## config.mk

```make
export PLATFORM = sky130hd
export DESIGN_NAME = dapt_lane
export DESIGN_NICKNAME = d
export VERILOG_FILES = /design/src/rtl/dapt_pkg.sv /design/src/rtl/dapt_lane.sv
export SDC_FILE = /design/constraint.sdc
export NUM_CORES = 2
export LEC_CHECK = 0
export BUFFER_PORTS_ARGS = -buffer_cell sky130_fd_sc_hd__buf_2
export CORE_ASPECT_RATIO = 0.75
export CORE_MARGIN = 8
export CORE_UTILIZATION = 35
export CTS_CLUSTER_SIZE = 12
export DETAILED_ROUTE_END_ITERATION = 8
export MAX_ROUTING_LAYER = met4
export REMOVE_ABC_BUFFERS = 1
export SYNTH_ARGS = -nofsm -noshare
export SYNTH_HDL_FRONTEND = slang
export SYNTH_SLANG_ARGS = --single-unit
```

## constraint.sdc

```tcl
create_clock -name clock -period 7.9 [get_ports clock]
set_clock_uncertainty 0.1 [all_clocks]
set_input_delay 0.79 -clock clock [delete_from_list [all_inputs] [get_ports clock]]
set_output_delay 0.79 -clock clock [all_outputs]
set_load 0.005 [all_outputs]
```

## src/rtl/dapt_pkg.sv

```systemverilog
// dapt_pkg: shared widths, codes, reset values and the lane result type
// for the dual-axis pi tracking controller. No dependencies.
`timescale 1ns / 1ps

package dapt_pkg;

   // defaults for the top-level parameters
   localparam int ANGLE_FRAC_BITS_DEF = 7;
   localparam int INTEGRAL_WIDTH_DEF  = 40;

   // field and datapath widths
   localparam int AZ_W      = 16;
   localparam int PITCH_W   = 15;
   localparam int OFFSET_W  = 17;
   localparam int GAIN_W    = 32;
   localparam int ERR_W     = 18;
   localparam int SPD_W     = 7;
   localparam int DIR_W     = 2;
   localparam int NUM_W     = 7;
   localparam int Q_FRAC    = 24;
   localparam int CSR_IDX_W = 3;

   localparam int REQ_TDATA_W = 64;
   localparam int RSP_TDATA_W = 24;

   // request field positions
   localparam int REQ_TGT_AZ_LSB  = 0;
   localparam int REQ_STD_AZ_LSB  = 16;
   localparam int REQ_TGT_PT_LSB  = 32;
   localparam int REQ_STD_PT_LSB  = 47;

   // result field positions
   localparam int RSP_AZ_DIR_LSB = 0;
   localparam int RSP_AZ_SPD_LSB = 2;
   localparam int RSP_PT_DIR_LSB = 9;
   localparam int RSP_PT_SPD_LSB = 11;
   localparam int RSP_ALIGN_BIT  = 18;

   // per-axis scaling of the proportional term and speed limits
   localparam int AZ_P_NUM     = 127;
   localparam int AZ_P_DEN     = 360;
   localparam int AZ_SPEED_MAX = 127;
   localparam int PT_P_NUM     = 110;
   localparam int PT_P_DEN     = 90;
   localparam int PT_SPEED_MAX = 90;

   localparam int HALF_TURN_DEG = 180;
   localparam int ALIGN_DEG     = 3;

   // direction codes
   localparam logic [DIR_W-1:0] DIR_NONE = 2'd0;
   localparam logic [DIR_W-1:0] DIR_FWD  = 2'd1;
   localparam logic [DIR_W-1:0] DIR_BACK = 2'd2;

   // configuration register indexes
   localparam logic [CSR_IDX_W-1:0] CSR_KP_AZ  = 3'd0;
   localparam logic [CSR_IDX_W-1:0] CSR_KI_AZ  = 3'd1;
   localparam logic [CSR_IDX_W-1:0] CSR_KP_PT  = 3'd2;
   localparam logic [CSR_IDX_W-1:0] CSR_KI_PT  = 3'd3;
   localparam logic [CSR_IDX_W-1:0] CSR_OFFSET = 3'd4;

   // configuration reset values
   localparam logic [GAIN_W-1:0]          KP_AZ_RESET  = 32'd167772160;
   localparam logic [GAIN_W-1:0]          KI_AZ_RESET  = 32'd0;
   localparam logic [GAIN_W-1:0]          KP_PT_RESET  = 32'd41943040;
   localparam logic [GAIN_W-1:0]          KI_PT_RESET  = 32'd0;
   localparam logic signed [OFFSET_W-1:0] OFFSET_RESET = 17'sd1280;

   // what one lane hands to the merge stage
   typedef struct packed {
      logic                    valid;
      logic [SPD_W-1:0]        speed;
      logic signed [ERR_W-1:0] err;
   } lane_res_type;

   // magnitude of an angle error
   function automatic logic [ERR_W-1:0] err_mag(input logic signed [ERR_W-1:0] e);
      logic [ERR_W-1:0] neg;
      neg = ERR_W'(-e);
      return e[ERR_W-1] ? neg : e;
   endfunction

endpackage

```

## src/rtl/dapt_lane.sv

```systemverilog
// dapt_lane: one pi axis core - integrator update, proportional term with
// a chunked reciprocal division by its constant, speed sum, clamp and
// deadband. Uses dapt_pkg.
`timescale 1ns / 1ps

module dapt_lane #(
   parameter int ANGLE_FRAC_BITS = dapt_pkg::ANGLE_FRAC_BITS_DEF,
   parameter int INTEGRAL_WIDTH  = dapt_pkg::INTEGRAL_WIDTH_DEF,
   parameter int P_NUM           = dapt_pkg::AZ_P_NUM,
   parameter int P_DEN           = dapt_pkg::AZ_P_DEN,
   parameter int SPEED_LIMIT     = dapt_pkg::AZ_SPEED_MAX
) (
   input  logic                                clock,
   input  logic                                reset,
   input  logic                                start,
   input  logic signed [dapt_pkg::ERR_W-1:0]   start_err,
   input  logic [dapt_pkg::GAIN_W-1:0]         kp,
   input  logic [dapt_pkg::GAIN_W-1:0]         ki,
   input  logic                                take,
   output dapt_pkg::lane_res_type              res
);
   import dapt_pkg::*;

   localparam int IW      = INTEGRAL_WIDTH;
   localparam int INC_W   = ERR_W + GAIN_W;
   localparam int MC_W    = ERR_W + NUM_W;
   localparam int PROD_W  = MC_W + GAIN_W;
   localparam int SAT_W   = ((IW > INC_W) ? IW : INC_W) + 2;
   localparam int SUM_W   = ((IW > PROD_W) ? IW : PROD_W) + 2;
   localparam int WS_W    = SUM_W - Q_FRAC;

   // long division in 16-bit digits, each digit by reciprocal multiplication
   localparam int CHUNK_W = 16;
   localparam int NCHUNK  = (PROD_W + CHUNK_W - 1) / CHUNK_W;
   localparam int DIVD_W  = NCHUNK * CHUNK_W;
   localparam int REM_W   = $clog2(P_DEN + 1);
   localparam int V_W     = REM_W + CHUNK_W;
   localparam int RCP_SH  = CHUNK_W + 2 * REM_W;
   localparam int RCP_W   = RCP_SH - $clog2(P_DEN) + 1;
   localparam int QP_W    = V_W + RCP_W;
   localparam int CNT_W   = (NCHUNK > 1) ? $clog2(NCHUNK) : 1;

   localparam longint RCP_L = ((longint'(1) <<< RCP_SH) + longint'(P_DEN) - 1)
                              / longint'(P_DEN);
   localparam logic [RCP_W-1:0] RCP      = RCP_W'(RCP_L);
   localparam logic [CNT_W-1:0] CNT_LAST = CNT_W'(NCHUNK - 1);

   localparam logic [2:0] S_IDLE = 3'd0;
   localparam logic [2:0] S_MUL  = 3'd1;
   localparam logic [2:0] S_ACC  = 3'd2;
   localparam logic [2:0] S_DIV  = 3'd3;
   localparam logic [2:0] S_SUM  = 3'd4;
   localparam logic [2:0] S_HOLD = 3'd5;

   logic [2:0]              state_ff, state_in;
   logic signed [ERR_W-1:0] err_ff, err_in;
   logic [ERR_W-1:0]        mag_ff, mag_in;
   logic [INC_W-1:0]        inc_ff, inc_in;
   logic [MC_W-1:0]         mc_ff, mc_in;
   logic                    zero_ff, zero_in;
   logic [IW-1:0]           integ_ff, integ_in;
   logic [DIVD_W-1:0]       div_ff, div_in;
   logic [REM_W-1:0]        rem_ff, rem_in;
   logic [CNT_W-1:0]        cnt_ff, cnt_in;
   logic [SPD_W-1:0]        speed_ff, speed_in;

   logic [ERR_W-1:0]        whole_c;
   logic [INC_W-1:0]        prod_i_c;
   logic [SAT_W-1:0]        integ_sx_sat;
   logic [SAT_W-1:0]        acc_sum_c;
   logic                    acc_fits_c;
   logic [IW-1:0]           integ_sat_c;
   logic [PROD_W-1:0]       prod_p_c;
   logic [V_W-1:0]          v_c;
   logic [QP_W-1:0]         qprod_c;
   logic [CHUNK_W-1:0]      qd_c;
   logic [V_W-1:0]          qmul_c;
   logic [REM_W-1:0]        rem_next_c;
   logic [SUM_W-1:0]        integ_sx_sum;
   logic [SUM_W-1:0]        sum_c;
   logic [WS_W-1:0]         sum_whole_c;
   logic [SPD_W-1:0]        speed_c;

   // whole degrees, integral increment and saturating accumulate
   always_comb begin
      whole_c      = mag_ff >> ANGLE_FRAC_BITS;
      prod_i_c     = INC_W'(mag_ff) * INC_W'(ki);
      integ_sx_sat = {{(SAT_W - IW){integ_ff[IW-1]}}, integ_ff};
      acc_sum_c    = err_ff[ERR_W-1] ? (integ_sx_sat - SAT_W'(inc_ff))
                                     : (integ_sx_sat + SAT_W'(inc_ff));
      acc_fits_c   = (&acc_sum_c[SAT_W-1:IW-1]) | ~(|acc_sum_c[SAT_W-1:IW-1]);
      if (acc_fits_c) begin
         integ_sat_c = acc_sum_c[IW-1:0];
      end else if (acc_sum_c[SAT_W-1]) begin
         integ_sat_c = {1'b1, {(IW - 1){1'b0}}};
      end else begin
         integ_sat_c = {1'b0, {(IW - 1){1'b1}}};
      end
   end

   // proportional product and one digit step of the constant division
   always_comb begin
      prod_p_c   = PROD_W'(mc_ff) * PROD_W'(kp);
      v_c        = {rem_ff, div_ff[DIVD_W-1 -: CHUNK_W]};
      qprod_c    = QP_W'(v_c) * QP_W'(RCP);
      qd_c       = qprod_c[RCP_SH +: CHUNK_W];
      qmul_c     = V_W'(qd_c) * V_W'(P_DEN);
      rem_next_c = REM_W'(v_c - qmul_c);
   end

   // speed: p term plus integral, floored at zero, clamped, deadband
   always_comb begin
      integ_sx_sum = {{(SUM_W - IW){integ_ff[IW-1]}}, integ_ff};
      sum_c        = SUM_W'(div_ff) + integ_sx_sum;
      sum_whole_c  = sum_c[SUM_W-1:Q_FRAC];
      if (zero_ff || sum_c[SUM_W-1] || (sum_c == '0)) begin
         speed_c = '0;
      end else if (sum_whole_c >= WS_W'(SPEED_LIMIT)) begin
         speed_c = SPD_W'(SPEED_LIMIT);
      end else begin
         speed_c = sum_c[Q_FRAC +: SPD_W];
      end
   end

   // sequencer
   always_comb begin
      state_in = state_ff;
      err_in   = err_ff;
      mag_in   = mag_ff;
      inc_in   = inc_ff;
      mc_in    = mc_ff;
      zero_in  = zero_ff;
      integ_in = integ_ff;
      div_in   = div_ff;
      rem_in   = rem_ff;
      cnt_in   = cnt_ff;
      speed_in = speed_ff;
      case (state_ff)
         S_IDLE: begin
            if (start) begin
               err_in   = start_err;
               mag_in   = err_mag(start_err);
               state_in = S_MUL;
            end
         end
         S_MUL: begin
            inc_in   = prod_i_c >> ANGLE_FRAC_BITS;
            mc_in    = MC_W'(whole_c) * MC_W'(P_NUM);
            zero_in  = (whole_c == '0);
            state_in = S_ACC;
         end
         S_ACC: begin
            integ_in = integ_sat_c;
            div_in   = DIVD_W'(prod_p_c);
            rem_in   = '0;
            cnt_in   = '0;
            state_in = S_DIV;
         end
         S_DIV: begin
            div_in = {div_ff[DIVD_W-CHUNK_W-1:0], qd_c};
            rem_in = rem_next_c;
            cnt_in = CNT_W'(cnt_ff + 1'b1);
            if (cnt_ff == CNT_LAST) begin
               state_in = S_SUM;
            end
         end
         S_SUM: begin
            speed_in = speed_c;
            state_in = S_HOLD;
         end
         S_HOLD: begin
            if (take) begin
               state_in = S_IDLE;
            end
         end
         default: begin
            state_in = S_IDLE;
         end
      endcase
   end

   // control state and integrator
   always_ff @(posedge clock) begin
      if (reset) begin
         state_ff <= S_IDLE;
         integ_ff <= '0;
      end else begin
         state_ff <= state_in;
         integ_ff <= integ_in;
      end
   end

   // datapath registers
   always_ff @(posedge clock) begin
      err_ff   <= err_in;
      mag_ff   <= mag_in;
      inc_ff   <= inc_in;
      mc_ff    <= mc_in;
      zero_ff  <= zero_in;
      div_ff   <= div_in;
      rem_ff   <= rem_in;
      cnt_ff   <= cnt_in;
      speed_ff <= speed_in;
   end

   assign res.valid = (state_ff == S_HOLD);
   assign res.speed = speed_ff;
   assign res.err   = err_ff;

endmodule

```

==> flow_metrics.tcl <==
set metrics [dict create \
    globalRouteTotalUtil_pct 18.6 \
    synthArstFlopShare_pct 0 \
    run_status "complete, but fails checks" \
    slew_violations 0 \
    cp.required_ns 8.12 \
    synth.area.mux_share_pct 0.180 \
    setup_viol 2 \
    num_rows 134 \
    synthTopCellsByArea "fa_1 (37%), ha_1 (15%), inv_1 (9.0%)" \
    cp_max_fo 3 \
    synth_top_area_cell "fa_1" \
    finalCritPeriodShare_pct 103 \
    clock-root-buffer "clkbuf_16" \
    multi_input_area_um2 50200 \
    vias 48400 \
    ys.flop_type "edfxtp_1" \
    cp.arrival_ns 8.35 \
    synthAdderAreaFrac_pct 52.2 \
    synth_xor_area_share_pct 3.31 \
    seqCellArea_um2 6240 \
    place_area_um2 68500 \
    cts_hold_buf 0 \
    cts_made_buffers 26 \
    drtIter0Drc 3161 \
    viasPerCell 4.99 \
    utilization_pct 39.5 \
    grt-ovfl-total 0 \
    ys_seq_area_share_pct 9.95 \
    holdPathEnd "err_ff[11]" \
    route.detailed.drc 0 \
    gp_congestion 0.942 \
    rsz0062_at_grt "yes" \
    fin_crit_ns 8.13 \
    slew_headroom_pct 17.6 \
    hold_depth 1 \
    cts_tree "built" \
    synth-edff-count 179 \
    worst_r2r_endpoint "rem_ff[8]" \
    post_route_cells_drive_above_1_share_pct 10.6 \
    reg2reg_from "div_ff[55]" \
    yosysWarningCount 0 \
    clock-sinks 222 \
    cp_common_cell "fa_1" \
    cts_buffer_depth 3 \
    fmax_mhz 123 \
    r2r_slack_ns -0.23 \
    drv_cap 0 \
    die_w_um 505 \
    hold_viol_final 0 \
    synth_top_cell_area_share_pct 37.3 \
    grt_pass1_wl_um 284000 \
    htree_levels 1 \
    synth.distinct_cells 90 \
    synth_compound_gate_area_share_pct 8.80 \
    cp_slowest_cell "fa_2" \
    grt_pass1_vias 50700 \
    initial_core_util_pct 35.2 \
    violations "setup timing" \
    clkTransAtPathRegs_ns 0.07 \
    syn_area_um2 62600 \
    slowest_delay_ns 0.62 \
    ios 112 \
    wl_per_cell_um 18.3 \
    dp_hpwl_um 150000 \
    r2r_cells 33 \
    grt_max_degree 87 \
    ys_ff_latch 222 \
    chipHeight_um 382 \
    coreArea_um2 178000 \
    tightest_slew_ns 1.24 \
    n_fill_cell 17800 \
    critPathLaunchType "flip-flop" \
    hold_path.class "input port to flip-flop" \
    worst_slack_ns -0.231 \
    final_cell_area_um2 70300 \
    firstDrtPassIters 6 \
    antenna_found_initial 6 \
    cp-end-kind "flip-flop" \
    portBuffers 111 \
    hp-start "start_err[11]" \
    yosys.area_share.simple_pct 14.8 \
    wirelength_um 178000 \
    synth_top_family_by_area "adder cells" \
    worstSetupPathType "flip-flop to flip-flop" \
    num-nets-final 9283 \
    syn_area_per_cell_um2 9.00 \
    synthCells 6963 \
    ant_nets 0 \
    insertion_delay_ns 0.58 \
    die-area_um2 193000 \
    areaGrowthSynthToFinish_pct 12.2 \
]
[routing by layer]
layer | track usage [%] | part of all wire, % | vias up
met4 | 2.78 | 1.8 | 0
met2 | 28.7 | 44 | 1357
met1 | 27.2 | 49 | 24500
met3 | 1.86 | 5.8 | 182
li1 | - | - | 22400
met5 | - | 0 | -
[sequential cells by signal (all words and copies together) (netlist names)]
| signal | flops |
|---|---|
| div_ff | 64 |
| rem_ff | 9 |
| inc_ff | 43 |
| mc_ff | 18 |
| speed_ff | 7 |
| cnt_ff | 2 |
| zero_ff | 1 |
| mag_ff | 17 |
| integ_ff | 40 |
| state_ff | 3 |
| err_ff | 18 |
[cells in the final DEF, fill, tap and decap left out, drive strengths merged, types with 23 or more instances in the layout]
cell type     n
o21bai       38
xnor2       161
clkbuf       39
a21oi       259
and2        391
a21o        133
edfxtp      179
nand2b       23
fa         1167
nor2b        31
o21a         28
o21ai       148
dfxtp        43
nand3        51
nor3         49
or3          44
ha          744
o32ai        32
and3         44
nor2        239
xor2         73
nand4        42
a31oi        32
inv        1504
nand2       978
buf         577
[cell families after synthesis]
family                   after synthesis
AO/OA/AOI/OAI                        836
buffers and inverters               1784
AND/OR/NAND/NOR                     1964
multiplexers                          11
XOR/XNOR                             235
adder cells (fa/ha/maj)             1911
flip-flops                           222
[synthesized netlist by cell type, drive strengths merged, types with 38 or more instances]
cell,instances
xnor2,161
a21o,133
o21ai,148
inv,1501
edfxtp,179
a21oi,259
nor3,49
fa,1167
ha,744
nand2,978
and2,391
and3,44
dfxtp,43
clkbuf,258
xor2,73
nand3,51
or3,44
o21bai,38
nand4,42
nor2,239
[repair_timing]
| item | in CTS | in global routing |
|---|---|---|
| gates cloned | 0 | 1 |
| setup buffers | 28 | 19 |
| pin swaps | 31 | 62 |
| setup endpoints to repair | 4 | 20 |
| gates resized for setup | 53 | 87 |
[through the flow]
step / setup WS (ns) / std cells / setup TNS, ns / hold slack, ns
floorplan: -0.224 / 6680 / -0.224 / 0.369
global placement: -0.724 / 9593 / -2.65 / 0.410
detailed placement: -0.724 / 9593 / -2.98 / 0.414
CTS: -0.217 / 9668 / -0.321 / 0.294
global route: -0.527 / 9687 / -1.03 / 0.305
finish: -0.231 / 9688 / -0.233 / 0.338
[final cells by class]
cell class                 count  area share, %
antenna                        2        0.00712
clock buffer                  38           1.09
clock inverter                10          0.117
inverter                    1501           8.01
multi-input combinational   4957           71.4
sequential                   222           8.87
tap                         2380           4.24
timing repair buffer         578           6.22
[critical path: cells and delay by family (launching register included)]
kind            cells  cell delay, ns
compound gates      4            0.63
xor+xnor            5            0.79
fa+ha+maj          12            4.78
buf+inv             8            0.61
flops               1            0.41
simple gates        4            0.53
[how the worst max path moves through the flow]
stage	start	slack [ns]	cells past startpoint	endpoint
floorplan	div_ff[55]	-0.22	31	rem_ff[8]
global placement	div_ff[57]	-0.72	33	rem_ff[8]
detailed placement	div_ff[57]	-0.72	33	rem_ff[8]
CTS	div_ff[57]	-0.22	34	rem_ff[8]
global route	div_ff[57]	-0.53	32	rem_ff[8]
finish	div_ff[55]	-0.23	33	rem_ff[8]
Power is left out: the tool's default activity adds up to more than one toggle a clock period on the data nets, which glitch-free logic cannot reach.
