`config.mk`:
```
export PLATFORM = sky130hd
export DESIGN_NAME = dapt_merge
export DESIGN_NICKNAME = d
export VERILOG_FILES = /design/src/rtl/dapt_pkg.sv /design/src/rtl/dapt_merge.sv
export SDC_FILE = /design/constraint.sdc
export NUM_CORES = 1
export LEC_CHECK = 0
export ABC_AREA = 1
export BUFFER_PORTS_ARGS = -buffer_cell sky130_fd_sc_hd__buf_2
export CORE_MARGIN = 4
export CORE_UTILIZATION = 47
export CTS_CLUSTER_SIZE = 14
export DETAILED_ROUTE_END_ITERATION = 16
export HOLD_SLACK_MARGIN = 0.06
export PLACE_DENSITY = 0.81
export SLEW_MARGIN = 20
export SYNTH_ARGS = -nofsm -noshare
export SYNTH_HDL_FRONTEND = slang
export SYNTH_SLANG_ARGS = --single-unit
```
`constraint.sdc`:
```
create_clock -name clock -period 2 [get_ports clock]
set_input_delay 0.4 -clock clock [delete_from_list [all_inputs] [get_ports clock]]
set_output_delay 0.4 -clock clock [all_outputs]
set_load 0.1 [all_outputs]
```
`src/rtl/dapt_pkg.sv`:
```
// dapt_pkg: shared widths, codes, reset values and the lane result type
// for the dual-axis pi tracking controller. No dependencies.
`timescale 1ns / 1ps

package dapt_pkg;

   // defaults for the top-level parameters
   localparam int ANGLE_FRAC_BITS_DEF = 7;
   localparam int INTEGRAL_WIDTH_DEF  = 40;

   // field and datapath widths
   localparam int AZ_W      = 16;
   localparam int PITCH_W   = 15;
   localparam int OFFSET_W  = 17;
   localparam int GAIN_W    = 32;
   localparam int ERR_W     = 18;
   localparam int SPD_W     = 7;
   localparam int DIR_W     = 2;
   localparam int NUM_W     = 7;
   localparam int Q_FRAC    = 24;
   localparam int CSR_IDX_W = 3;

   localparam int REQ_TDATA_W = 64;
   localparam int RSP_TDATA_W = 24;

   // request field positions
   localparam int REQ_TGT_AZ_LSB  = 0;
   localparam int REQ_STD_AZ_LSB  = 16;
   localparam int REQ_TGT_PT_LSB  = 32;
   localparam int REQ_STD_PT_LSB  = 47;

   // result field positions
   localparam int RSP_AZ_DIR_LSB = 0;
   localparam int RSP_AZ_SPD_LSB = 2;
   localparam int RSP_PT_DIR_LSB = 9;
   localparam int RSP_PT_SPD_LSB = 11;
   localparam int RSP_ALIGN_BIT  = 18;

   // per-axis scaling of the proportional term and speed limits
   localparam int AZ_P_NUM     = 127;
   localparam int AZ_P_DEN     = 360;
   localparam int AZ_SPEED_MAX = 127;
   localparam int PT_P_NUM     = 110;
   localparam int PT_P_DEN     = 90;
   localparam int PT_SPEED_MAX = 90;

   localparam int HALF_TURN_DEG = 180;
   localparam int ALIGN_DEG     = 3;

   // direction codes
   localparam logic [DIR_W-1:0] DIR_NONE = 2'd0;
   localparam logic [DIR_W-1:0] DIR_FWD  = 2'd1;
   localparam logic [DIR_W-1:0] DIR_BACK = 2'd2;

   // configuration register indexes
   localparam logic [CSR_IDX_W-1:0] CSR_KP_AZ  = 3'd0;
   localparam logic [CSR_IDX_W-1:0] CSR_KI_AZ  = 3'd1;
   localparam logic [CSR_IDX_W-1:0] CSR_KP_PT  = 3'd2;
   localparam logic [CSR_IDX_W-1:0] CSR_KI_PT  = 3'd3;
   localparam logic [CSR_IDX_W-1:0] CSR_OFFSET = 3'd4;

   // configuration reset values
   localparam logic [GAIN_W-1:0]          KP_AZ_RESET  = 32'd167772160;
   localparam logic [GAIN_W-1:0]          KI_AZ_RESET  = 32'd0;
   localparam logic [GAIN_W-1:0]          KP_PT_RESET  = 32'd41943040;
   localparam logic [GAIN_W-1:0]          KI_PT_RESET  = 32'd0;
   localparam logic signed [OFFSET_W-1:0] OFFSET_RESET = 17'sd1280;

   // what one lane hands to the merge stage
   typedef struct packed {
      logic                    valid;
      logic [SPD_W-1:0]        speed;
      logic signed [ERR_W-1:0] err;
   } lane_res_type;

   // magnitude of an angle error
   function automatic logic [ERR_W-1:0] err_mag(input logic signed [ERR_W-1:0] e);
      logic [ERR_W-1:0] neg;
      neg = ERR_W'(-e);
      return e[ERR_W-1] ? neg : e;
   endfunction

endpackage

```
`src/rtl/dapt_merge.sv`:
```
// dapt_merge: combines both lane results into one transaction - direction
// codes, aligned flag - and holds it in the output register. Uses dapt_pkg.
`timescale 1ns / 1ps

module dapt_merge #(
   parameter int ANGLE_FRAC_BITS = dapt_pkg::ANGLE_FRAC_BITS_DEF
) (
   input  logic                                  clock,
   input  logic                                  reset,
   input  dapt_pkg::lane_res_type                az_res,
   input  dapt_pkg::lane_res_type                pt_res,
   output logic                                  take,
   output logic                                  rsp_tvalid,
   input  logic                                  rsp_tready,
   output logic [dapt_pkg::RSP_TDATA_W-1:0]      rsp_tdata
);
   import dapt_pkg::*;

   localparam int DEG  = 1 << ANGLE_FRAC_BITS;
   localparam int HALF = HALF_TURN_DEG * DEG;
   localparam int PAD_W = RSP_TDATA_W - RSP_ALIGN_BIT - 1;

   logic                   valid_ff, valid_in;
   logic [RSP_TDATA_W-1:0] data_ff, data_in;

   int                     az_e, pt_e;
   logic [DIR_W-1:0]       az_dir_c, pt_dir_c;
   logic [ERR_W-1:0]       az_whole_c, pt_whole_c;
   logic                   aligned_c;

   // direction: azimuth takes the short way round the half turn
   always_comb begin
      az_e     = int'($signed(az_res.err));
      pt_e     = int'($signed(pt_res.err));
      az_dir_c = DIR_NONE;
      if (az_e > DEG) begin
         if (az_e < HALF) begin
            az_dir_c = DIR_BACK;
         end else if (az_e > HALF) begin
            az_dir_c = DIR_FWD;
         end
      end else if (az_e < -DEG) begin
         if (az_e > -HALF) begin
            az_dir_c = DIR_FWD;
         end else if (az_e < -HALF) begin
            az_dir_c = DIR_BACK;
         end
      end
      pt_dir_c = DIR_NONE;
      if (pt_e > DEG) begin
         pt_dir_c = DIR_FWD;
      end else if (pt_e < -DEG) begin
         pt_dir_c = DIR_BACK;
      end
   end

   // aligned when both whole-degree errors are small
   always_comb begin
      az_whole_c = err_mag(az_res.err) >> ANGLE_FRAC_BITS;
      pt_whole_c = err_mag(pt_res.err) >> ANGLE_FRAC_BITS;
      aligned_c  = (az_whole_c < ERR_W'(ALIGN_DEG)) && (pt_whole_c < ERR_W'(ALIGN_DEG));
   end

   // output register loads when both lanes are done and the slot is empty or its result is being taken
   always_comb begin
      take     = az_res.valid && pt_res.valid && (!valid_ff || rsp_tready);
      valid_in = valid_ff;
      data_in  = data_ff;
      if (take) begin
         valid_in = 1'b1;
         data_in  = {{PAD_W{1'b0}}, aligned_c, pt_res.speed, pt_dir_c,
                     az_res.speed, az_dir_c};
      end else if (rsp_tready) begin
         valid_in = 1'b0;
      end
   end

   always_ff @(posedge clock) begin
      if (reset) begin
         valid_ff <= 1'b0;
      end else begin
         valid_ff <= valid_in;
      end
   end

   always_ff @(posedge clock) begin
      data_ff <= data_in;
   end

   assign rsp_tvalid = valid_ff;
   assign rsp_tdata  = data_ff;

endmodule

```
==> results of run 1 <==
per-layer routing:
| metal | part of all wire, % | up-vias | global-route usage (%) |
|---|---|---|---|
| met2 | 48 | 110 | 33.6 |
| li1 | - | 987 | - |
| met3 | 12 | 8 | 2.96 |
| met1 | 39 | 799 | 22.0 |
| met5 | 0 | - | 0 |
| met4 | 1.2 | 0 | 4.71 |
flip-flops by register name (all words and copies together), names as in the netlist:
register / flops
rsp_tdata: 19
rsp_tvalid: 1
cell usage in the layout (no fill, tap or decap), drive strengths merged, types with 4 or more instances in the layout:
cell	instances
edfxtp	19
o21ai	10
clkbuf	4
nand3	24
buf	77
nand2	92
nand4	6
inv	29
a21oi	5
conb	5
nor2	51
logic make-up after synthesis:
family                    Yosys count
and+or+nand+nor                   182
buffers and inverters              38
DFF                                20
AOI/OAI and AO/OA                  18
xor gates and xnor gates            3
other                               1
path summary, 6_finish.rpt:
check | slack, ns | end | start
hold reg to reg | 0.59 | rsp_tvalid | rsp_tvalid
hold / removal | 0.30 | rsp_tvalid | reset
setup / recovery | 0.46 | take | rsp_tvalid
setup reg to reg | 0.77 | rsp_tdata[2] | rsp_tvalid
per-stage QoR:
| stage | setup WS (ns) | utilization [%] | cell area, um^2 | std cells |
|---|---|---|---|---|
| after CTS | 0.442 | 63.9 | 2200 | 384 |
| after global routing | 0.354 | 63.9 | 2200 | 384 |
| after floorplan | 0.00620 | - | 1740 | 266 |
| after global placement | 0.258 | 62.3 | 2150 | 380 |
| after detailed placement | 0.265 | 62.3 | 2150 | 380 |
| final | 0.458 | 63.9 | 2200 | 384 |
where the power goes:
group	internal (W)	switching [W]	leakage, nW
Combinational	0.000112	0.000335	0.876
Clock	0.000175	0.000123	0.0288
Sequential	0.000481	0.00000402	0.185
area by class of cell:
type | instances | area (um^2)
fill | 342 | 1240
multi-input combinational | 208 | 983
sequential | 20 | 591
timing repair buffer | 77 | 405
inverter | 29 | 109
tap | 46 | 57.6
clock buffer | 4 | 55.1
==> results by stage, run 1 <==
Run status:
- The flow ran to the end, and the final reports show no timing, DRC or antenna violations.

Logic synthesis:
- The most used flip-flop cell after synthesis is sky130_fd_sc_hd__edfxtp_1.
- Of the total synthesized cell area, the portion taken by XOR and XNOR cells is 1.53%.
- The share of the synthesized area in the top cell type is 33.2%.
- The gate count after technology mapping is 262.
- The number of flops mapped to enable cells by yosys is 19.
- The leading area contributor after synthesis is sky130_fd_sc_hd__edfxtp_1.
- Of the total synthesized cell area, the portion taken by AND, OR, NAND and NOR gates is 47.2%.
- Averaged over all synthesized cells, the footprint is 6.56 um^2.
- Counting flops and latches in the post-synthesis netlist gives 20.
- The synthesized netlist devotes 0% of its cell area to adder and majority cells.
- The synthesized netlist contains 31 unique library cells.
- Yosys printed 0 warnings.
- The most common cell in the synthesized netlist is sky130_fd_sc_hd__nand2_1.
- The post-synthesis instance area is 1720 um^2.
- The post-synthesis sequential area ratio is 34.4%.
- The mux contribution to synthesized area is 0%.
- After synthesis, the largest family of logic cells by area is simple AND/OR/NAND/NOR gates.
- The synthesized netlist devotes 6.91% of its cell area to compound gates.
- For this run, asynchronously set or reset flops after synthesis account for 0%.
- In the post-synthesis netlist, the biggest area contributors are sky130_fd_sc_hd__edfxtp_1 (33%), sky130_fd_sc_hd__nand2_1 (20%), sky130_fd_sc_hd__nor2_1 (8.5%).
- By count the netlist is led by sky130_fd_sc_hd__nand2_1 (90), sky130_fd_sc_hd__nor2_1 (39), sky130_fd_sc_hd__inv_1 (27).

Cells and area:
- The number of nets in the final layout is 394.
- Relative to the synthesized area, the layout overhead comes to 28.0%.
- The count of antenna diodes in the layout is 0.
- The post-route netlist has 29.9% of its cells at a drive strength greater than 1.

Worst setup path:
- Counting cells, the worst reg-to-reg path comes to 4.
- The required time at the worst-slack endpoint is 1.60 ns.
- The type of the worst setup path is flip-flop to primary output.
- Of all nets on the critical path, the largest fanout is 10.
- The worst endpoint data arrival time is 1.14 ns.
- STA classifies the critical path startpoint as a flip-flop.
- STA classifies the critical path endpoint as a primary output.
- The dominant delay contributor by cell family on the critical path is flip-flops.
- On the critical path, the stage with the largest delay is an instance of sky130_fd_sc_hd__dfxtp_1.
- The number of buffer and inverter stages on the critical path is 2.
- Traced cell by cell, the critical path runs through inv_1 -> nor2_1 -> nor2_4 -> buf_12.
- In this design, the stage delay of the slowest critical-path cell is 0.31 ns.
- Counting buffers and inverters, the worst setup path is 4 cells deep.

Drt:
- The DRC violation total after the first TritonRoute iteration is 114.
- The remaining antenna violation count is 0.
- After detailed routing, the total wire length is 4.30 mm.
- In the routed design, unresolved DRC markers number 0.
- The total via count after detailed routing is 1904.
- For this run, the detailed router's first-pass iteration total came to 5.
- After detailed routing, the average wire length per cell comes to 11.2 um.
- In the routed layout, each cell is associated on average with a via count of 4.96.

Clock network:
- After clock tree synthesis, the setup repair step added 0 buffers.
- The CTS tree is done.
- The TritonCTS buffer count is 3.
- Clock-pin slew was measured on the worst setup and hold paths at 0.06 ns.
- The H-tree depth reported by CTS is 1.
- Once the clock tree was built, the resizer swapped 0 gates to a different size.
- The latest clock arrival within the worst-skew pair is 0.25 ns.
- The clock passes through at most 2 buffers.
- The cell sitting at the root of the clock tree is a sky130_fd_sc_hd__clkbuf_8.
- The clock net in this run drives a total of 20 sinks.
- Hold repair after CTS inserted 0 buffers.

STA:
- The total count of hold-check failures in the final report came to 0.
- The final count of negative-setup-slack endpoints is 0.
- Setup repair after global routing left no endpoint under its margin.
- For the final routed database, the setup TNS stands at 0 ns.
- The final clock period utilization by the worst path is 77.1%.
- The routed design could run at a clock period as short as 1.54 ns.
- The number of pins exceeding their max-slew limit in the final report is 0.
- Across the routed clock network, the largest skew measured is 0.00546 ns.
- The maximum frequency from static timing analysis is 0.648 GHz.
- The worst hold-check slack is 0.297 ns.

Global route:
- Entering global routing, the biggest net connects 18 pins.
- The number of global-route vias before repair is 1685.
- The all-layer global routing usage is 18.4%.
- The initial antenna violation count is 0.
- Global routing finished with a remaining overflow of 0.
- The first-pass GRT wire length is 6.82 mm.

Placement:
- The congestion estimate from routability-driven global placement came to 1.01.
- The detailed placer's ending HPWL is 3.64 mm.
- The number of buffer cells added on primary ports is 75.

Floorplanning:
- The number of rows created at floorplan is 21.
- The region available for standard cell placement spans 3440 um^2.
- The die height is 68.5 um.
- The initial cell density of the core is 49.9%.
- The full die area is 4690 um^2.
- 81 I/O pins were placed.
- The die is 68.5 um wide.

Flow run:
- The number of max-cap violations is 0.

Hold path:
- The worst hold path passes through 2 cells.
- The path class of the lowest-slack min-delay path is input port to flip-flop.

Power:
- Dividing total power by cell area gives a power density of 558 nW/um^2.
- The highest ir drop seen on vdd is 0.000327 V.
- The total power consumption of the routed design is 0.00123 W.
- The leakage power summed over all cells is 1.09 nW.
Power figures use the tool's default switching activity.
==> inputs of run 2 (changes only) <==
--- a/config.mk
+++ b/config.mk
@@ -5,14 +5,14 @@
 export SDC_FILE = /design/constraint.sdc
 export NUM_CORES = 1
 export LEC_CHECK = 0
-export ABC_AREA = 1
+export ABC_AREA = 0
 export BUFFER_PORTS_ARGS = -buffer_cell sky130_fd_sc_hd__buf_2
 export CORE_MARGIN = 4
-export CORE_UTILIZATION = 47
+export CORE_UTILIZATION = 39
 export CTS_CLUSTER_SIZE = 14
 export DETAILED_ROUTE_END_ITERATION = 16
 export HOLD_SLACK_MARGIN = 0.06
-export PLACE_DENSITY = 0.81
+export PLACE_DENSITY = 0.76
 export SLEW_MARGIN = 20
 export SYNTH_ARGS = -nofsm -noshare
 export SYNTH_HDL_FRONTEND = slang
==> constraint.sdc (replaced) <==
create_clock -name clock -period 1.3 [get_ports clock]
set_input_delay 0.26 -clock clock [delete_from_list [all_inputs] [get_ports clock]]
set_output_delay 0.26 -clock clock [all_outputs]
set_load 0.1 [all_outputs]
==> run 2 against run 1 <==
The run now ends with negative setup slack left. Synthesized area shrank 19%. Register-to-register slack got worse by 0.60 ns. Power increased by 70%. Hold slack got worse by 0.20 ns. Synthesized cell count decreased by 45%. Utilization is 14 points higher. Sequential share of layout area decreased by 4.3 points. Largest cell class is now buffers. Largest power group is now combinational cells. Highest routed layer unchanged.
==> results by stage, run 2 <==
Clock network:
- The maximum number of buffers from clock root to sink is 2 (unchanged).
- The clock sink count is 20 (unchanged).
- The latest clock arrival within the worst-skew pair came to 0.31 ns (was 0.25 ns).
- The post-CTS clock slew at the launch and capture registers of the worst setup and hold paths came to 0.11 ns (was 0.06 ns).
- The CTS tree is done (unchanged).
- The TritonCTS buffer count is 3 (unchanged).
- The count of hold buffers inserted by post-cts repair is 0 (unchanged).
- The cell at the root of the clock tree is sky130_fd_sc_hd__clkbuf_4 (was sky130_fd_sc_hd__clkbuf_8).
- The H-tree depth reported by CTS came to 1 (unchanged).

STA:
- The final count of negative-setup-slack endpoints was 4 (was 0).
- Unrepaired setup endpoints after global routing: true (was false).
- The worst setup slack after layout is -0.214 ns (was 0.458 ns).
- The final clock period utilization by the worst path is 116%.
- The total count of hold-check failures in the final report was 0 (unchanged).
- The maximum frequency from static timing analysis is 0.661 GHz.
- The worst clock skew on the final layout is 0.00519 ns (was 0.00546 ns).
- The worst pin sits at a relative slew slack of 67.5%.
- Subtracting the final worst setup slack from the clock period gives 1.51 ns.
- The number of pins exceeding their max-slew limit in the final report is 0 (unchanged).
- The measured slew at the worst slew-check pin is 0.481 ns.

Cells and area:
- The cell area after layout is 2630 um^2 (was 2200 um^2).
- The fraction of layout cells with a size suffix above 1 is 54.9% (was 29.9%).
- The area used by multi-input combinational logic is 798 um^2 (was 983 um^2).
- The most common library cell in the layout ignoring fill and taps is sky130_fd_sc_hd__buf_4 (was sky130_fd_sc_hd__nand2_1).
- The register area is 594 um^2 (was 591 um^2).
- The final cell count without fillers was 314 (was 384).
- The layout overhead on the synthesized area is 89.6% (was 28.0%).
- The number of inserted filler cells in the final layout is 230 (was 342).
- The count of antenna diodes in the layout is 0 (unchanged).
- The number of flip-flops in the largest register was 19 (unchanged).
- The number of nets in the final layout was 324 (was 394).
- Most frequent cells in the layout: sky130_fd_sc_hd__buf_4 (53), sky130_fd_sc_hd__buf_2 (49), sky130_fd_sc_hd__buf_12 (21), sky130_fd_sc_hd__edfxtp_1 (19), sky130_fd_sc_hd__nor2_1 (10) (was sky130_fd_sc_hd__nand2_1 (90), sky130_fd_sc_hd__buf_2 (74), sky130_fd_sc_hd__nor2_1 (38), sky130_fd_sc_hd__inv_1 (27), sky130_fd_sc_hd__nand3_1 (24)).

Worst setup path:
- The worst endpoint data arrival time is 1.66 ns (was 1.14 ns).
- The standard cell with the maximum stage delay on the critical path is sky130_fd_sc_hd__or4_4 (was sky130_fd_sc_hd__dfxtp_1).
- The critical path capture point type is a flip-flop (was primary output).
- The worst reg-to-reg setup slack is 0.17 ns (was 0.77 ns).
- The dominant delay contributor by cell family on the critical path is simple AND/OR/NAND/NOR gates (was flip-flops).
- The required time at the worst-slack endpoint is 1.45 ns (was 1.60 ns).
- Series of cell instances along the critical path: buf_6 -> nor4_4 -> a211o_1 -> o22ai_1 -> or4_4 -> nor4_2 (was inv_1 -> nor2_1 -> nor2_4 -> buf_12).
- The number of buffer and inverter stages on the critical path is 1 (was 2).
- The type of the worst setup path is input port to flip-flop (was flip-flop to primary output).
- The highest net fanout along the worst path is 3 (was 10).
- The critical path startpoint category is an input port (was flip-flop).
- The stage delay of the slowest cell on the critical path was 0.52 ns (was 0.31 ns).

Global route:
- The number of global-route vias before repair is 1598 (was 1685).
- The maximum number of pins on one net before global-route repair is 13 (was 18).
- The met2 track demand over resource in global routing is 38.2% (was 33.6%).
- The global-route track usage on met3 is 3.83% (was 2.96%).
- The all-layer global routing usage is 20.8% (was 18.4%).
- The sum of overflow across all layers after global routing is 0 (unchanged).
- The first-pass GRT wire length is 7.22 mm (was 6.82 mm).
- The routing usage on met1 came to 23.4% (was 22.0%).
- The most used routing layer is met2 (unchanged).
- The initial antenna violation count came to 0 (unchanged).

Flow run:
- The number of max-cap violations was 0 (unchanged).

Floorplanning:
- The full die area is 4580 um^2 (was 4690 um^2).
- The die height is 67.7 um (was 68.5 um).
- The horizontal extent of the die was 67.7 um (was 68.5 um).
- The total I/O pin count was 81 (unchanged).
- The initial cell density of the core is 41.0% (was 49.9%).
- The area of the core region is 3390 um^2 (was 3440 um^2).
- The number of rows created at floorplan came to 21 (unchanged).

Drt:
- The average wire per cell in the routed design is 15.3 um (was 11.2 um).
- The total DRC errors in the routed layout is 0 (unchanged).
- The total via count after detailed routing was 1709 (was 1904).
- The via count normalized by instance count came to 5.44 (was 4.96).
- The total wirelength of the detailed-routed design is 4.81 mm (was 4.30 mm).
- The number of detailed-routing iterations run before antenna repair is 4 (was 5).
- The remaining antenna violation count is 0 (unchanged).
- The DRC violation total after the first TritonRoute iteration is 55 (was 114).

Logic synthesis:
- The proportion of synthesized flip-flops having asynchronous set or reset is 0% (unchanged).
- The leading area contributor after synthesis is sky130_fd_sc_hd__edfxtp_1 (unchanged).
- The most frequent cell after synthesis is sky130_fd_sc_hd__edfxtp_1 (was sky130_fd_sc_hd__nand2_1).
- The predominant post-synthesis flop cell was sky130_fd_sc_hd__edfxtp_1 (unchanged).
- The share of the synthesized area in the top cell type is 41.1% (was 33.2%).
- Synth area leaders: sky130_fd_sc_hd__edfxtp_1 (41%), sky130_fd_sc_hd__nand3_1 (3.2%), sky130_fd_sc_hd__nor3_1 (3.2%) (was sky130_fd_sc_hd__edfxtp_1 (33%), sky130_fd_sc_hd__nand2_1 (20%), sky130_fd_sc_hd__nor2_1 (8.5%)).
- The number of synthesized register bits was 20 (unchanged).
- The post-synthesis instance area is 1390 um^2 (was 1720 um^2).
- Commonest cells in the synthesized netlist: sky130_fd_sc_hd__edfxtp_1 (19), sky130_fd_sc_hd__nor2_1 (11), sky130_fd_sc_hd__nand3_1 (9), sky130_fd_sc_hd__nor3_1 (9), sky130_fd_sc_hd__a21oi_1 (7) (was sky130_fd_sc_hd__nand2_1 (90), sky130_fd_sc_hd__nor2_1 (39), sky130_fd_sc_hd__inv_1 (27)).
- The gate count after technology mapping is 143 (was 262).
- The number of flops mapped to enable cells by yosys came to 19 (unchanged).
- The post-synthesis sequential area ratio came to 42.5% (was 34.4%).
- The Yosys warning count is 0 (unchanged).
- The number of distinct library cell variants in the gate-level netlist after synthesis is 47 (was 31).
- The average size of a mapped cell is 9.71 um^2 (was 6.56 um^2).

Placement:
- The number of placed instances, taps included is 305 (was 380).
- The number of buffer cells added on primary ports is 75 (unchanged).
- The detailed placer's ending HPWL is 3.97 mm (was 3.64 mm).
- The total placed instance area was 2480 um^2 (was 2150 um^2).
- The final weighted congestion in routability-driven placement is 0.952 (was 1.01).

Power:
- The leakage power summed over all cells is 1.15 nW (was 1.09 nW).
- The power density normalized to cell area came to 796 nW/um^2 (was 558 nW/um^2).
- The highest ir drop seen on vdd came to 0.000400 V (was 0.000327 V).

Run status:
- Run status: finished with violations (was finished clean).
- The final reports fail on negative setup slack.

Hold path:
- The path class of the lowest-slack min-delay path is input port to flip-flop (unchanged).
run 2: worst register-to-register path, delay by kind of cell, from the launching register on:
kind / cells / cell delay [ns]
buf+inv: 1 / 0.21
flops: 1 / 0.37
simple gates: 2 / 0.27
run 2: routing by layer:
metal / part of all wire, % / wire length, um
met1: 38 / 1850
met2: 51 / 2470
met3: 8.6 / 411
met4: 1.7 / 82
met5: 0 / 0
run 2: final cells by class:
type / instances / share of cell area [%]
clock inverters: 1 / 1.14
multi-input cells: 113 / 30.3
flip-flops and latches: 20 / 22.6
clock buffers: 3 / 0.855
repair buffers: 128 / 42.5
well taps: 46 / 2.19
inverters: 3 / 0.428
run 2: stage by stage:
| step | worst slack, ns | setup TNS, ns | utilization [%] | hold slack, ns | total power [W] |
|---|---|---|---|---|---|
| global route | -0.260 | -0.711 | 77.7 | 0.0916 | 0.00217 |
| global placement | -0.551 | -1.81 | 73.1 | 0.410 | 0.00154 |
| finish | -0.214 | -0.578 | 77.7 | 0.0982 | 0.00210 |
| floorplan | -0.444 | -9.65 | - | 0.319 | 0.00119 |
| detailed placement | -0.566 | -1.91 | 73.1 | 0.430 | 0.00156 |
| CTS | -0.215 | -0.619 | 77.5 | 0.0910 | 0.00210 |
run 2: report_power, final:
part / internal (W) / leakage, nW / switching [W]
Sequential: 0.000739 / 0.186 / 0.0000229
Combinational: 0.000331 / 0.931 / 0.000483
Clock: 0.000312 / 0.0279 / 0.000208
Total: 0.00138 / 1.15 / 0.000714
run 2: final timing paths:
kind              start       endpoint  cells past startpoint
min               reset     rsp_tvalid                      2
max           pt_res[1]  rsp_tdata[18]                      6
max reg2reg  rsp_tvalid   rsp_tdata[5]                      3
min reg2reg  rsp_tvalid     rsp_tvalid                      4
run 2: cell families after synthesis:
group                  after synthesis  share of synthesized area (%)
and+or+nand+nor                     64                           28.0
AOI/OAI and AO/OA                   40                           20.6
DFF                                 20                           42.5
buffers and inverters               14                           5.68
muxes                                4                           2.88
other                                1                          0.270
run 2: timing repair:
item / in CTS / in global routing
pin swaps: 10 / 3
setup buffers: 4 / 1
setup endpoints to repair: 4 / 4
resized for setup: 11 / 1
==> inputs of run 3 (changes only) <==
--- a/config.mk
+++ b/config.mk
@@ -7,12 +7,13 @@
 export LEC_CHECK = 0
 export ABC_AREA = 0
 export BUFFER_PORTS_ARGS = -buffer_cell sky130_fd_sc_hd__buf_2
-export CORE_MARGIN = 4
+export CORE_MARGIN = 2
 export CORE_UTILIZATION = 39
 export CTS_CLUSTER_SIZE = 14
 export DETAILED_ROUTE_END_ITERATION = 16
 export HOLD_SLACK_MARGIN = 0.06
 export PLACE_DENSITY = 0.76
+export SKIP_CTS_REPAIR_TIMING = 1
 export SLEW_MARGIN = 20
 export SYNTH_ARGS = -nofsm -noshare
 export SYNTH_HDL_FRONTEND = slang
==> run 3 against run 2 <==
The flow still finishes with violations (negative setup slack). First-iteration DRC count grew 73%. Combinational power grew 0.6%. Fmax shrank 1.1%. Largest cell class unchanged.
==> results by stage, run 3 (synthesized netlist as in run 2, its figures left out) <==
Run status:
- Run status: finished with violations (unchanged).
- Violations in the final reports: negative setup slack (unchanged).

Power:
- The highest ir drop seen on vdd is 0.000358 V (was 0.000400 V).
- The leakage power summed over all cells is 1.14 nW (was 1.15 nW).
- The total power consumption of the routed design was 0.00209 W (was 0.00210 W).
- The power density normalized to cell area is 800 nW/um^2 (was 796 nW/um^2).

Drt:
- The number of detailed-routing iterations run before antenna repair is 4 (unchanged).
- The total DRC errors in the routed layout is 0 (unchanged).
- The average wire per cell in the routed design is 15.9 um (was 15.3 um).
- The total wirelength of the detailed-routed design is 5.02 mm (was 4.81 mm).
- The remaining antenna violation count is 0 (unchanged).
- The DRC violation total after the first TritonRoute iteration was 95 (was 55).
- The via count normalized by instance count is 5.37 (was 5.44).
- The total via count after detailed routing is 1697 (was 1709).

Floorplanning:
- The die height is 63.7 um (was 67.7 um).
- The area of the core region came to 3390 um^2 (unchanged).
- The number of rows created at floorplan is 21 (unchanged).
- The horizontal extent of the die came to 63.7 um (was 67.7 um).
- The initial cell density of the core is 41.0% (unchanged).
- The full die area is 4050 um^2 (was 4580 um^2).
- The total I/O pin count came to 81 (unchanged).

Global route:
- The all-layer global routing usage is 22.3% (was 20.8%).
- The number of global-route vias before repair is 1593 (was 1598).
- The sum of overflow across all layers after global routing is 0 (unchanged).
- The first-pass GRT wire length came to 7.20 mm (was 7.22 mm).
- The maximum number of pins on one net before global-route repair was 14 (was 13).
- The initial antenna violation count came to 0 (unchanged).

Placement:
- The number of buffer cells added on primary ports was 75 (unchanged).
- The post-placement setup slack is -0.602 ns (was -0.566 ns).
- The final weighted congestion in routability-driven placement was 0.913 (was 0.952).
- The detailed placer's ending HPWL is 3.74 mm (was 3.97 mm).

Worst setup path:
- The critical path capture point type is a flip-flop (unchanged).
- The highest net fanout along the worst path came to 2 (was 3).
- The type of the worst setup path is input port to flip-flop (unchanged).
- The required time at the worst-slack endpoint is 1.37 ns (was 1.45 ns).
- The critical path startpoint category is an input port (unchanged).
- The worst endpoint data arrival time is 1.60 ns (was 1.66 ns).

Clock network:
- The latest clock arrival within the worst-skew pair is 0.31 ns (about the same).
- The post-CTS clock slew at the launch and capture registers of the worst setup and hold paths was 0.11 ns (about the same).
- The maximum number of buffers from clock root to sink came to 2 (unchanged).
- The cell at the root of the clock tree is sky130_fd_sc_hd__clkbuf_4 (unchanged).
- The H-tree depth reported by CTS came to 1 (unchanged).
- The CTS tree is done (unchanged).
- The TritonCTS buffer count is 3 (unchanged).
- The clock sink count is 20 (unchanged).

Hold path:
- The path class of the lowest-slack min-delay path was input port to flip-flop (unchanged).

STA:
- The worst hold-check slack is 0.0816 ns (was 0.0982 ns).
- The worst clock skew on the final layout was 0.00369 ns (was 0.00519 ns).
- The total count of hold-check failures in the final report came to 0 (unchanged).
- The final count of negative-setup-slack endpoints was 4 (unchanged).
- The maximum frequency from static timing analysis was 0.653 GHz (was 0.661 GHz).
- The worst setup slack after layout is -0.231 ns (was -0.214 ns).
- The final critical delay including setup and external delays was 1.53 ns (was 1.51 ns).
- Unrepaired setup endpoints after global routing: true (unchanged).
- The number of pins exceeding their max-slew limit in the final report is 0 (unchanged).
- The final clock period utilization by the worst path was 118% (was 116%).

Cells and area:
- The number of nets in the final layout was 326 (was 324).
- The fraction of layout cells with a size suffix above 1 was 56.7% (was 54.9%).
- The utilization after layout is 77.0% (was 77.7%).
- The number of flip-flops in the largest register is 19 (unchanged).
- The number of inserted filler cells in the final layout came to 244 (was 230).
- The count of antenna diodes in the layout came to 0 (unchanged).
- Most frequent cells in the layout: sky130_fd_sc_hd__buf_4 (53), sky130_fd_sc_hd__buf_2 (49), sky130_fd_sc_hd__edfxtp_1 (19), sky130_fd_sc_hd__buf_12 (16), sky130_fd_sc_hd__nor2_1 (10) (was sky130_fd_sc_hd__buf_4 (53), sky130_fd_sc_hd__buf_2 (49), sky130_fd_sc_hd__buf_12 (21), sky130_fd_sc_hd__edfxtp_1 (19), sky130_fd_sc_hd__nor2_1 (10)).
- The layout overhead on the synthesized area is 88.0% (was 89.6%).
- The most common library cell in the layout ignoring fill and taps was sky130_fd_sc_hd__buf_4 (unchanged).

Flow run:
- The number of max-cap violations is 0 (unchanged).
-- run 3: path summary, 6_finish.rpt --
| kind | start | end | slack, ns | cells past startpoint |
|---|---|---|---|---|
| hold reg to reg | rsp_tvalid | rsp_tvalid | 0.61 | 3 |
| hold / removal | reset | rsp_tvalid | 0.08 | 2 |
| setup / recovery | az_res[6] | rsp_tdata[0] | -0.23 | 7 |
| setup reg to reg | rsp_tvalid | rsp_tdata[10] | 0.10 | 4 |
-- run 3: critical path, stage by stage --
cell,delay [ns]
sky130_fd_sc_hd__buf_6,0.09
sky130_fd_sc_hd__or4_4,0.53
sky130_fd_sc_hd__buf_6,0.15
sky130_fd_sc_hd__nor2_4,0.08
sky130_fd_sc_hd__a41oi_2,0.13
sky130_fd_sc_hd__o31ai_2,0.26
sky130_fd_sc_hd__o31ai_1,0.09
-- run 3: where the power goes --
part | switching [W] | leakage, nW | internal, W | total [W]
Clock | 0.000200 | 0.0279 | 0.000312 | 0.000512
Sequential | 0.0000196 | 0.186 | 0.000739 | 0.000758
Combinational | 0.000493 | 0.924 | 0.000326 | 0.000819
-- run 3: routing by layer --
metal / vias up / wire (um) / global-route usage (%)
met3: 4 / 276 / 2.86
met2: 74 / 2750 / 39.7
met4: 0 / 45 / 8.70
met5: - / 0 / 0
met1: 797 / 1950 / 27.2
li1: 822 / - / -
-- run 3: area by class of cell --
class | instances | area, um^2 | share of cell area [%]
repair buffers | 130 | 1080 | 41.4
multi-input cells | 113 | 816 | 31.2
flip-flops and latches | 20 | 594 | 22.8
well taps | 46 | 57.6 | 2.20
clock inverters | 1 | 30.0 | 1.15
clock buffers | 3 | 22.5 | 0.862
inverters | 3 | 11.3 | 0.431
-- run 3: through the flow --
step	cell area, um^2	instances	TNS [ns]
6_report	2610	316	-0.705
5_1_grt	2610	316	-0.872
4_1_cts	2460	310	-1.06
3_5_place_dp	2410	306	-2.02
3_3_place_gp	2410	306	-1.87
2_1_floorplan	1440	147	-9.65
